**config.mk**
```make
export PLATFORM = sky130hd
export DESIGN_NAME = lru_key_value_cache_flat
export DESIGN_NICKNAME = d
export VERILOG_FILES = /design/src/lkv_pkg.sv /design/src/lkv_if.sv /design/src/lkv_ram.sv /design/src/lru_key_value_cache.sv /design/src/flat_wrapper.sv
export SDC_FILE = /design/constraint.sdc
export NUM_CORES = 1
export LEC_CHECK = 0
export BUFFER_PORTS_ARGS = -buffer_cell sky130_fd_sc_hd__buf_4
export CORE_ASPECT_RATIO = 0.5
export CORE_MARGIN = 3
export CORE_UTILIZATION = 56
export CTS_CLUSTER_DIAMETER = 100
export DETAILED_ROUTE_END_ITERATION = 8
export PLACE_DENSITY_LB_ADDON = 0.15
export SYNTH_ARGS = -nofsm -noshare
export SYNTH_HDL_FRONTEND = slang
export SYNTH_SLANG_ARGS = --single-unit
```
**constraint.sdc**
```tcl
create_clock -name clk -period 7.4 [get_ports clk]
set_input_delay 0.37 -clock clk [delete_from_list [all_inputs] [get_ports clk]]
set_output_delay 0.37 -clock clk [all_outputs]
set_load 0.02 [all_outputs]
```
**src/lkv_pkg.sv**
```systemverilog
// Shared constants and types for the LRU key/value cache.
package lkv_pkg;

    localparam int MAX_ENTRIES = 16;
    localparam int IDX_W       = (MAX_ENTRIES > 1) ? $clog2(MAX_ENTRIES) : 1;
    localparam int CNT_W       = $clog2(MAX_ENTRIES + 1);
    localparam int CAP_W       = 5;
    localparam int KEY_W       = 32;
    localparam int DATA_W      = 32;
    localparam int CMP_W       = (CNT_W > CAP_W) ? CNT_W : CAP_W;

    localparam logic [CAP_W-1:0]  CAP_RESET  = CAP_W'(16);
    localparam logic [DATA_W-1:0] MISS_VALUE = {DATA_W{1'b1}};

    typedef enum logic
    {
        REQ_GET = 1'b0,
        REQ_PUT = 1'b1
    } req_type_t;

    typedef logic signed [KEY_W-1:0]  key_t;
    typedef logic signed [DATA_W-1:0] data_t;
    typedef logic [IDX_W-1:0]         idx_t;
    typedef logic [IDX_W-1:0]         rank_t;
    typedef logic [CNT_W-1:0]         cnt_t;
    typedef logic [CAP_W-1:0]         cap_t;

endpackage

```
**src/lkv_if.sv**
```systemverilog
// Request and response channel interfaces of the LRU key/value cache.
interface lkv_req_if;
    import lkv_pkg::*;

    logic      valid;
    logic      ready;
    req_type_t req_type;
    key_t      key;
    data_t     value;

    modport source (output valid, output req_type, output key, output value, input ready);
    modport sink   (input valid, input req_type, input key, input value, output ready);
endinterface

interface lkv_rsp_if;
    import lkv_pkg::*;

    logic  valid;
    logic  ready;
    logic  found;
    data_t read_value;

    modport source (output valid, output found, output read_value, input ready);
    modport sink   (input valid, input found, input read_value, output ready);
endinterface

```
**src/lkv_ram.sv**
```systemverilog
// Generic single write port, single read port RAM with registered read.
module lkv_ram #(
    parameter int WIDTH = 64,
    parameter int DEPTH = 16
) (
    input  logic                                         clk,
    input  logic                                         we,
    input  logic [((DEPTH > 1) ? $clog2(DEPTH) : 1)-1:0] waddr,
    input  logic [WIDTH-1:0]                             wdata,
    input  logic [((DEPTH > 1) ? $clog2(DEPTH) : 1)-1:0] raddr,
    output logic [WIDTH-1:0]                             rdata
);
    logic [WIDTH-1:0] mem [DEPTH];

    always_ff @(posedge clk)
    begin
        if (we)
        begin
            mem[waddr] <= wdata;
        end
        rdata <= mem[raddr];
    end
endmodule

```
**src/lru_key_value_cache.sv**
```systemverilog
// LRU key/value cache: top level with scan sequencer, rank file and entry RAM.
// A request runs in order: scan reads of every entry, a drain state, an update state
//   and a response load. The single entry RAM read port is walked once per request, and
//   a new request is accepted only after the previous response is loaded; a waiting
//   response that is not taken holds back that load and so the next request.
// Reset: valid marks, count and control clear at once; capacity resets to 16.
module lru_key_value_cache (
    input  logic                clk,
    input  logic                rst_n,
    lkv_req_if.sink             req,
    lkv_rsp_if.source           rsp,
    input  logic                cfg_we,
    input  logic [lkv_pkg::CAP_W-1:0] cfg_wdata
);
    import lkv_pkg::*;

    typedef enum logic [2:0]
    {
        S_IDLE,
        S_SCAN,
        S_LAST,
        S_UPDATE,
        S_OUT
    } state_t;

    state_t state_reg;

    // latched request
    req_type_t type_reg;
    key_t      key_reg;
    data_t     value_reg;

    // scan pipeline: idx_reg is the address in flight, chk_* the entry whose
    // RAM data is on rdata this cycle
    idx_t idx_reg;
    logic chk_vld_reg;
    idx_t chk_idx_reg;

    // scan results
    logic  hit_found_reg;
    idx_t  hit_idx_reg;
    data_t hit_data_reg;
    logic  old_found_reg;
    idx_t  old_idx_reg;
    rank_t old_rank_reg;
    logic  free_found_reg;
    idx_t  free_idx_reg;

    // cache state kept in flops: valid marks, ages, fill count, capacity
    logic [MAX_ENTRIES-1:0] valid_reg;
    rank_t                  rank_reg [MAX_ENTRIES];
    cnt_t                   count_reg;
    cap_t                   cap_reg;

    // response register
    logic  rsp_valid_reg;
    logic  rsp_found_reg;
    data_t rsp_value_reg;
    logic  res_found_reg;
    data_t res_value_reg;
    logic  rsp_load;

    // entry RAM: {key, data}
    logic                      ram_we;
    idx_t                      ram_waddr;
    logic [KEY_W+DATA_W-1:0]   ram_wdata;
    logic [KEY_W+DATA_W-1:0]   ram_rdata;
    key_t                      rd_key;
    data_t                     rd_data;

    // update decision
    logic [CMP_W-1:0] eff_cap;
    logic [CMP_W-1:0] cap_ext;
    logic             can_fill;
    logic             touch_en;
    logic             fill_en;
    idx_t             slot;
    rank_t            limit;
    logic             all_ages;
    rank_t            rank_next [MAX_ENTRIES];

    lkv_ram #(
        .WIDTH (KEY_W + DATA_W),
        .DEPTH (MAX_ENTRIES)
    ) u_entry_ram (
        .clk   (clk),
        .we    (ram_we),
        .waddr (ram_waddr),
        .wdata (ram_wdata),
        .raddr (idx_reg),
        .rdata (ram_rdata)
    );

    assign rd_key  = ram_rdata[KEY_W+DATA_W-1:DATA_W];
    assign rd_data = ram_rdata[DATA_W-1:0];

    assign req.ready      = (state_reg == S_IDLE);
    assign rsp.valid      = rsp_valid_reg;
    assign rsp.found      = rsp_found_reg;
    assign rsp.read_value = rsp_value_reg;

    // new response goes out when the register is empty or being taken
    assign rsp_load = (state_reg == S_OUT) && (!rsp_valid_reg || rsp.ready);

    // Capacity zero acts as one; above the entry count it saturates.
    assign cap_ext = CMP_W'(cap_reg);
    always_comb
    begin
        priority if (cap_ext == '0)
        begin
            eff_cap = CMP_W'(1);
        end
        else if (cap_ext > CMP_W'(MAX_ENTRIES))
        begin
            eff_cap = CMP_W'(MAX_ENTRIES);
        end
        else
        begin
            eff_cap = cap_ext;
        end
    end
    assign can_fill = (CMP_W'(count_reg) < eff_cap) && free_found_reg;

    // Which entry becomes most recent, and which older entries age by one.
    // A hit ages entries younger than the hit; a fill ages every valid entry;
    // an eviction ages everything younger than the victim.
    always_comb
    begin
        touch_en = 1'b0;
        fill_en  = 1'b0;
        slot     = hit_idx_reg;
        limit    = '0;
        all_ages = 1'b0;
        priority if (hit_found_reg)
        begin
            touch_en = 1'b1;
            slot     = hit_idx_reg;
            limit    = rank_reg[hit_idx_reg];
        end
        else if (type_reg == REQ_PUT && can_fill)
        begin
            touch_en = 1'b1;
            fill_en  = 1'b1;
            slot     = free_idx_reg;
            all_ages = 1'b1;
        end
        else if (type_reg == REQ_PUT && old_found_reg)
        begin
            touch_en = 1'b1;
            slot     = old_idx_reg;
            limit    = old_rank_reg;
        end
        else
        begin
            touch_en = 1'b0;
        end
    end

    always_comb
    begin
        for (int i = 0; i < MAX_ENTRIES; i++)
        begin
            rank_next[i] = rank_reg[i];
            if (idx_t'(i) == slot)
            begin
                rank_next[i] = '0;
            end
            else if (valid_reg[i] && (all_ages || rank_reg[i] < limit))
            begin
                rank_next[i] = rank_reg[i] + 1'b1;
            end
        end
    end

    // RAM is written only in the update state, never while the scan reads it.
    assign ram_we    = (state_reg == S_UPDATE) && (type_reg == REQ_PUT) && touch_en;
    assign ram_waddr = slot;
    assign ram_wdata = {key_reg, value_reg};

    always_ff @(posedge clk or negedge rst_n)
    begin
        if (!rst_n)
        begin
            state_reg      <= S_IDLE;
            type_reg       <= REQ_GET;
            key_reg        <= '0;
            value_reg      <= '0;
            idx_reg        <= '0;
            chk_vld_reg    <= 1'b0;
            chk_idx_reg    <= '0;
            hit_found_reg  <= 1'b0;
            hit_idx_reg    <= '0;
            hit_data_reg   <= '0;
            old_found_reg  <= 1'b0;
            old_idx_reg    <= '0;
            old_rank_reg   <= '0;
            free_found_reg <= 1'b0;
            free_idx_reg   <= '0;
            valid_reg      <= '0;
            count_reg      <= '0;
            cap_reg        <= CAP_RESET;
            rsp_valid_reg  <= 1'b0;
            rsp_found_reg  <= 1'b0;
            rsp_value_reg  <= '0;
            res_found_reg  <= 1'b0;
            res_value_reg  <= '0;
        end
        else
        begin
            // capacity only changes while the cache is empty
            if (cfg_we && count_reg == '0)
            begin
                cap_reg <= cfg_wdata;
            end

            if (rsp_load)
            begin
                rsp_valid_reg <= 1'b1;
            end
            else if (rsp_valid_reg && rsp.ready)
            begin
                rsp_valid_reg <= 1'b0;
            end

            // compare stage of the scan
            chk_vld_reg <= (state_reg == S_SCAN);
            if (chk_vld_reg)
            begin
                if (valid_reg[chk_idx_reg])
                begin
                    if (!hit_found_reg && rd_key == key_reg)
                    begin
                        hit_found_reg <= 1'b1;
                        hit_idx_reg   <= chk_idx_reg;
                        hit_data_reg  <= rd_data;
                    end
                    if (!old_found_reg || rank_reg[chk_idx_reg] > old_rank_reg)
                    begin
                        old_found_reg <= 1'b1;
                        old_idx_reg   <= chk_idx_reg;
                        old_rank_reg  <= rank_reg[chk_idx_reg];
                    end
                end
                else if (!free_found_reg)
                begin
                    free_found_reg <= 1'b1;
                    free_idx_reg   <= chk_idx_reg;
                end
            end

            unique case (state_reg)
                S_IDLE:
                begin
                    if (req.valid)
                    begin
                        type_reg       <= req.req_type;
                        key_reg        <= req.key;
                        value_reg      <= req.value;
                        idx_reg        <= '0;
                        hit_found_reg  <= 1'b0;
                        old_found_reg  <= 1'b0;
                        free_found_reg <= 1'b0;
                        state_reg      <= S_SCAN;
                    end
                end
                S_SCAN:
                begin
                    chk_idx_reg <= idx_reg;
                    if (idx_reg == idx_t'(MAX_ENTRIES - 1))
                    begin
                        state_reg <= S_LAST;
                    end
                    else
                    begin
                        idx_reg <= idx_reg + 1'b1;
                    end
                end
                S_LAST:
                begin
                    state_reg <= S_UPDATE;
                end
                S_UPDATE:
                begin
                    if (touch_en)
                    begin
                        for (int i = 0; i < MAX_ENTRIES; i++)
                        begin
                            rank_reg[i] <= rank_next[i];
                        end
                    end
                    if (fill_en)
                    begin
                        valid_reg[free_idx_reg] <= 1'b1;
                        count_reg               <= count_reg + 1'b1;
                    end
                    res_found_reg <= hit_found_reg;
                    if (type_reg == REQ_PUT)
                    begin
                        res_value_reg <= '0;
                    end
                    else if (hit_found_reg)
                    begin
                        res_value_reg <= hit_data_reg;
                    end
                    else
                    begin
                        res_value_reg <= MISS_VALUE;
                    end
                    state_reg <= S_OUT;
                end
                S_OUT:
                begin
                    if (rsp_load)
                    begin
                        rsp_found_reg <= res_found_reg;
                        rsp_value_reg <= res_value_reg;
                        state_reg     <= S_IDLE;
                    end
                end
                default:
                begin
                    state_reg <= S_IDLE;
                end
            endcase
        end
    end
endmodule

```
**src/flat_wrapper.sv**
```systemverilog
// flat-port wrapper written by rule: the top's interface ports become plain ports
module lru_key_value_cache_flat import lkv_pkg::*;
  (clk, rst_n, cfg_we, cfg_wdata, req_valid, req_req_type, req_key, req_value, req_ready, rsp_valid, rsp_found, rsp_read_value, rsp_ready);
  lkv_req_if req_i ();
  lkv_rsp_if rsp_i ();
  input  logic clk;
  input  logic rst_n;
  input  logic cfg_we;
  input  logic [lkv_pkg::CAP_W-1:0] cfg_wdata;
  input wire logic [$bits(req_i.valid)-1:0] req_valid;
  input wire logic [$bits(req_i.req_type)-1:0] req_req_type;
  input wire logic [$bits(req_i.key)-1:0] req_key;
  input wire logic [$bits(req_i.value)-1:0] req_value;
  output wire logic [$bits(req_i.ready)-1:0] req_ready;
  output wire logic [$bits(rsp_i.valid)-1:0] rsp_valid;
  output wire logic [$bits(rsp_i.found)-1:0] rsp_found;
  output wire logic [$bits(rsp_i.read_value)-1:0] rsp_read_value;
  input wire logic [$bits(rsp_i.ready)-1:0] rsp_ready;
  assign req_i.valid = req_valid;
  assign req_i.req_type = req_req_type;
  assign req_i.key = req_key;
  assign req_i.value = req_value;
  assign req_ready = req_i.ready;
  assign rsp_valid = rsp_i.valid;
  assign rsp_found = rsp_i.found;
  assign rsp_read_value = rsp_i.read_value;
  assign rsp_i.ready = rsp_ready;
  lru_key_value_cache u_core (.clk(clk), .rst_n(rst_n), .req(req_i), .rsp(rsp_i), .cfg_we(cfg_we), .cfg_wdata(cfg_wdata));
endmodule
```
# Yosys cells after proc, flatten, opt, wreduce, memory -nomap -nowiden
# Memories as Yosys holds them, arrays and structs flattened. A register that Yosys moved wholly into a read port is not among the register bits.
# Index checks and enable logic that the tools add are counted.
[word_totals]
regBits = 221
latch_bits = 0
ramBits = 1088
rom_bits = 0
input_bits = 75
out_inout_bits = 35
word_cells = 234
mem_count = 2
[memory_table]
columns = ["memory", "words", "word_bits", "read_ports", "rd_ports_with_merged_regs", "wr", "line_no", "source"]
rows = [
  ["u_core.u_entry_ram.mem", 16, 64, 1, 1, 1, "lkv_ram.sv:13", "logic [WIDTH-1:0] mem [DEPTH];"],
  ["u_core.rank_reg", 16, 4, 18, 0, 16, "lru_key_value_cache.sv:51", "rank_t rank_reg [MAX_ENTRIES];"],
]
[classes]
add_sub_neg = 18
n_mul = 0
div = 0
n_lt_le_gt_ge = 22
n_eq_ne = 25
n_shift = 0
n_mux = 79
bitwise = 3
reduce_logical = 62
[ops]
columns = ["operator", "count"]
rows = [
  ["$mux W4", 40],
  ["$add A4 B1 Y4 const B", 17],
  ["$lt A4 B4 Y1", 16],
  ["$mux W32", 2],
  ["$eq A32 B32 Y1", 1],
  ["$eq A4 B4 Y1 const A", 8],
  ["$mux W1", 28],
  ["$logic_and A1 B1 Y1", 27],
  ["$logic_or A1 B1 Y1", 18],
  ["$eq A3 B4 Y1 const A", 4],
  ["$or A16 B16 Y16", 1],
  ["$pmux W3 S5", 1],
  ["$reduce_and A3 Y1", 5],
  ["$logic_not A5 Y1", 2],
  ["$lt A4 B5 Y1 const B", 2],
  ["$mux W5", 2],
  ["$mux W3", 3],
  ["$eq A2 B4 Y1 const A", 2],
  ["$pmux W4 S2", 1],
  ["$eq A3 B2 Y1 const B", 2],
  ["$ne A2 B2 Y1 const B", 3],
  ["$reduce_and A2 Y1", 3],
  ["$add A5 B1 Y5 const B", 1],
  ["$gt A5 B5 Y1 const B", 1],
  ["15 further kinds", 19],
]

# Logic depth before layout (Yosys ltp)
[logic_depth]
depth_word = 13
ltp_mapped = 15
mapped_depth_nobuf = 12

# Modules after synthesis
# A second synthesis with hierarchy kept.
[hier_totals]
hier_cells = 2804
hier_area_um2 = 54158.2
[by_module_without_submodules]
columns = ["mod", "n_inst", "cells_each", "area_per_inst_um2", "seq_area_each_um2"]
rows = [
  ["lkv_ram", 1, 1647, 39583.0, 32030.7],
  ["lru_key_value_cache", 1, 1157, 14575.2, 7453.4],
]

# Least setup slack after synthesis
# No wires, ideal clock.
[synth_timing]
path_type = "reg2reg"
from = "register u_core.cap_reg[4], in the netlist u_core.cap_ext[4]"
to = "memory u_core.u_entry_ram.mem[0][0], enable pin"
setup_ps = 565
arrival_ps = 6738
required_time_ps = 6835
path_slack_ps = 97
stages_incl_launch_ff = 11
n_path_buf = 1
synth_period_minus_slack_ps = 7303
cell_sequence = "dfstp_2 inv_1 nand2_1 ha_1 a21o_1 a211o_1 a221o_1 a22o_1 nand4bb_1 buf_2 nor3_1"
[synth_between]
elab_chain_cells = 11
elab_cells_between_ends = 14
[synth_rtl]
columns = ["item", "line_no", "source"]
rows = [
  ["from (decl)", "lru_key_value_cache.sv:53", "cap_t cap_reg;"],
  ["from (signal assigned)", "lru_key_value_cache.sv:213", "cap_reg <= cfg_wdata;"],
  ["$gt A5 B5 Y1", "lru_key_value_cache.sv:113", "else if (cap_ext > CMP_W'(MAX_ENTRIES))"],
  ["$mux W5", "lru_key_value_cache.sv:113", ""],
  ["$mux W5 *", "lru_key_value_cache.sv:109", "priority if (cap_ext == '0)"],
  ["$lt A5 B5 Y1 *", "lru_key_value_cache.sv:122", "assign can_fill = (CMP_W'(count_reg) < eff_cap) && free_found_reg;"],
  ["$logic_and A1 B1 Y1 *", "lru_key_value_cache.sv:122", ""],
  ["$logic_and A1 B1 Y1 *", "lru_key_value_cache.sv:140", "else if (type_reg == REQ_PUT && can_fill)"],
  ["$mux W1", "lru_key_value_cache.sv:140", ""],
  ["$mux W1", "lru_key_value_cache.sv:134", "priority if (hit_found_reg)"],
  ["$logic_and A1 B1 Y1", "lru_key_value_cache.sv:176", "assign ram_we = (state_reg == S_UPDATE) && (type_reg == REQ_PUT) && touch_en;"],
  ["$mux W1", "lkv_ram.sv:17", "if (we)"],
  ["$mux W1 (implied by the code)", "lkv_ram.sv:19", "mem[waddr] <= wdata;"],
  ["to (decl)", "lkv_ram.sv:13", ""],
]
# Every way passes the cells marked *; elsewhere a longest branch is shown, timed or not.

# Worst setup path after layout
[layout_timing]
from = "register u_core.type_reg"
to = "memory u_core.u_entry_ram.mem[4][45], enable pin"
[layout_between]
elab_chain_cells = 7
elab_cells_between_ends = 12
[layout_rtl]
columns = ["item", "line_no", "source"]
rows = [
  ["from (decl)", "lru_key_value_cache.sv:29", "req_type_t type_reg;"],
  ["from (signal assigned)", "lru_key_value_cache.sv:256", "type_reg <= req.req_type;"],
  ["$logic_and A1 B1 Y1", "lru_key_value_cache.sv:147", "else if (type_reg == REQ_PUT && old_found_reg)"],
  ["$mux W1", "lru_key_value_cache.sv:147", ""],
  ["$mux W1", "lru_key_value_cache.sv:140", ""],
  ["$mux W1", "lru_key_value_cache.sv:134", ""],
  ["$logic_and A1 B1 Y1", "lru_key_value_cache.sv:176", ""],
  ["$mux W1", "lkv_ram.sv:17", ""],
  ["$mux W1 (implied by the code)", "lkv_ram.sv:19", ""],
]
# Several ways; a longest one is shown, not always the timed one.

==> impl_metrics.py <==
metrics = {
    "outcome": {
        "run_status": "finished, final reports clean",
    },
    "pwr": {
        "p_per_area_nw_per_um2": 359,
        "max-vdd-ir-drop_v": 0.000323,
        "p_leak_nw": 20.9,
    },
    "drt": {
        "wl_per_cell_um": 28.1,
        "viasPerCell": 6.34,
        "firstDrtPassIters": 8,
        "vias": 27000,
        "first_iter_violations": 3104,
        "drc": 0,
        "antenna_left": 0,
        "routed_wl_mm": 120,
    },
    "yosys": {
        "synth-seq-cells": 1373,
        "netlist_instances": 2687,
        "syn_nets": 2805,
        "ys_types": 70,
        "synth_edf_count": 1088,
        "synth_area_um2": 54200,
        "seq_area_frac_synth_pct": 72.9,
        "postSynthAreaPerCell_um2": 20.2,
        "async_flop_share_pct": 16.1,
        "ys.flop_type": "edfxtp_1",
        "ys_warn_count": 0,
    },
    "cts": {
        "cts-root-buf": "clkbuf_16",
        "cts.sinks": 1373,
        "numCtsBuffers": 115,
        "cts_tree": "yes",
        "insertion_delay_ns": 0.74,
        "clkTransAtPathRegs_ns": 0.07,
        "cts_max_level": 3,
        "postCtsSetupBuffers": 0,
        "clock_path_buffers": 3,
    },
    "grt": {
        "grt_pass1_vias": 27400,
        "grt_pass1_wl_mm": 181,
        "antenna_found_initial": 1,
        "overflow": 0,
        "grt.total_usage_pct": 24.3,
        "grt_max_degree": 106,
    },
    "critical_path": {
        "cp_num_cells": 7,
        "critPathMaxFanout": 63,
        "cp_slowest_cell": "dfrtp_1",
        "critPathKind": "reg -> reg",
        "r2r-start": "u_core.type_reg",
        "cp_top_family": "simple AND/OR/NAND/NOR gates",
        "r2r.worst_path.cells": 7,
        "crit_buf_inv": 1,
        "critPathRequiredTime_ns": 7.72,
        "end_kind": "flip-flop",
        "r2r_slack_ns": 2.81,
        "worstSetupStartpointType": "flip-flop",
        "arrival_ns": 4.91,
        "crit_start": "u_core.type_reg",
        "reg2reg_to": "u_core.u_entry_ram.mem[4][45]",
        "critPathMaxStageDelay_ns": 0.98,
        "crit_chain": "nand2_1 -> a211o_1 -> a221o_1 -> a22oi_2 -> nand4_1 -> nor3_2 -> buf_4",
        "crit_end": "u_core.u_entry_ram.mem[4][45]",
    },
    "run": {
        "max_cap_viol_count": 0,
    },
    "final_layout": {
        "n_fill_cell": 6196,
        "drive_gt1_share_pct": 30.0,
        "syn_to_final_growth_pct": 13.0,
        "final_nets": 3018,
        "diodes": 0,
        "stdcell_count": 4256,
        "fin_util_pct": 64.9,
        "largest_register_ffs": 1024,
    },
    "sta": {
        "rsz0062_at_grt": "false",
        "fmax_mhz": 218,
        "finalHoldViolCount": 0,
        "fin_skew_ns": 0.0613,
        "worst-slew-pin-transition_ns": 1.23,
        "slew_headroom_pct": 18.3,
        "setup_tns_ns": 0,
        "fin_crit_ns": 4.59,
        "final_max_slew_viol_count": 0,
        "holdWs_ns": 0.172,
        "finalSetupViolCount": 0,
        "fin_crit_sh_pct": 62.0,
        "layout_setup_ws_ns": 2.81,
    },
    "die": {
        "initial_core_util_pct": 57.4,
        "num_rows": 79,
        "ios": 110,
        "die_w_um": 446,
        "core_area_um2": 94400,
        "dieArea_um2": 101000,
        "die_h_um": 226,
    },
    "placement": {
        "dp_slack_ns": 2.85,
        "place_hpwl_mm": 68.9,
        "dp.cells": 3965,
        "globalplace.congestion": 0.827,
        "port_buffers": 109,
    },
    "min_path": {
        "hold_start": "cfg_we",
        "hp-class": "in -> reg",
    },
}
kinds of logic (layout without fill, tap and decap cells):
kind of cell,count (synthesis),after routing,synth area share [%]
adders and majority gates,43,43,0.993
muxes,513,513,18.1
and+or+nand+nor,344,344,3.18
DFF,1373,1373,72.9
AOI/OAI and AO/OA,187,187,2.50
buffers and inverters,157,471,1.19
xor gates and xnor gates,70,70,1.13
synth_stat cells (24+ instances only):
master,n,share of area (%)
edfxtp_1,1088,60
mux4_2,360,15
dfrtp_1,220,10
mux2_2,151,3.1
nand2_1,100,0.69
clkbuf_1,89,0.62
nor2_1,76,0.53
dfxtp_1,64,2.4
nor2b_1,55,0.64
xor2_1,50,0.81
ha_1,43,0.99
o21ai_0,34,0.31
o31ai_1,34,0.47
buf_1,28,0.19
nand3_1,24,0.22
power breakdown:
| part | switching (mW) | total [mW] | internal, mW |
|---|---|---|---|
| logic | 2.13 | 4.50 | 2.37 |
| registers | 1.40 | 11.1 | 9.75 |
| clock network | 2.81 | 6.32 | 3.51 |
per-stage QoR:
step	power [mW]	area (um^2)
floorplan	14.0	54200
global placement	15.7	56500
detailed placement	15.8	56500
CTS	22.1	61200
global route	22.8	61200
finish	22.0	61200
worst min-delay path: cells and delay by family:
kind,cells,cell delay (ns)
AND/OR/NAND/NOR,3,0.28
AO/OA/AOI/OAI,1,0.08
buffers and inverters,1,0.12
area by class of cell:
class / count / area [um^2] / share of cell area (%)
clock inverters: 68 / 762 / 1.24
inverters: 19 / 71.3 / 0.116
flip-flops and latches: 1373 / 39500 / 64.5
clock buffers: 150 / 3210 / 5.24
multi-input cells: 1157 / 14100 / 23.1
well taps: 1255 / 1570 / 2.56
repair buffers: 234 / 1970 / 3.22
worst min path at each step:
| stage | cells after the start | endpoint |
|---|---|---|
| 3_3_place_gp | 1 | u_core.rsp.read_value[23] |
| 5_1_grt | 2 | u_core.rsp.read_value[29] |
| 2_1_floorplan | 0 | u_core.cap_ext[0] |
| 4_1_cts | 2 | u_core.idx_reg[3] |
| 6_report | 5 | u_core.cap_ext[4] |
| 3_5_place_dp | 1 | u_core.rsp.read_value[29] |
layout by cell type (no fill, tap or decap), types with 6 or more instances in the layout:
cell,n
mux4_2,360
o21ai_1,11
clkbuf_1,23
o21bai_1,10
a22oi_1,9
bufinv_16,12
nor4_1,12
nand2_1,100
mux2_2,151
dfrtp_1,215
nor3_2,16
nand3b_1,9
ha_1,43
a31o_1,6
o21ai_0,34
edfxtp_1,1088
nor2_1,76
nand3_1,23
xnor2_1,20
a311o_1,6
o31ai_1,34
buf_4,158
nor2b_1,55
nand4b_1,8
a21oi_1,15
clkbuf_16,122
dlygate4sd3_1,73
nand2b_1,8
xor2_1,50
clkinv_2,20
dfxtp_1,64
inv_1,19
nand4_1,7
a31oi_1,13
clkinv_1,16
metal layers:
metal	vias to the layer above	GRT usage [%]	share of wire (%)
met3	153	3.80	6.5
met4	0	4.79	1.5
li1	11400	-	-
met5	-	0	0
met2	932	37.2	47
met1	14600	38.0	45
repair_timing:
item	in CTS	in global routing
gates resized for setup	0	0
hold buffers	73	0
hold endpoints to repair	128	0
No activity file was read; power rests on OpenSTA's default activity.
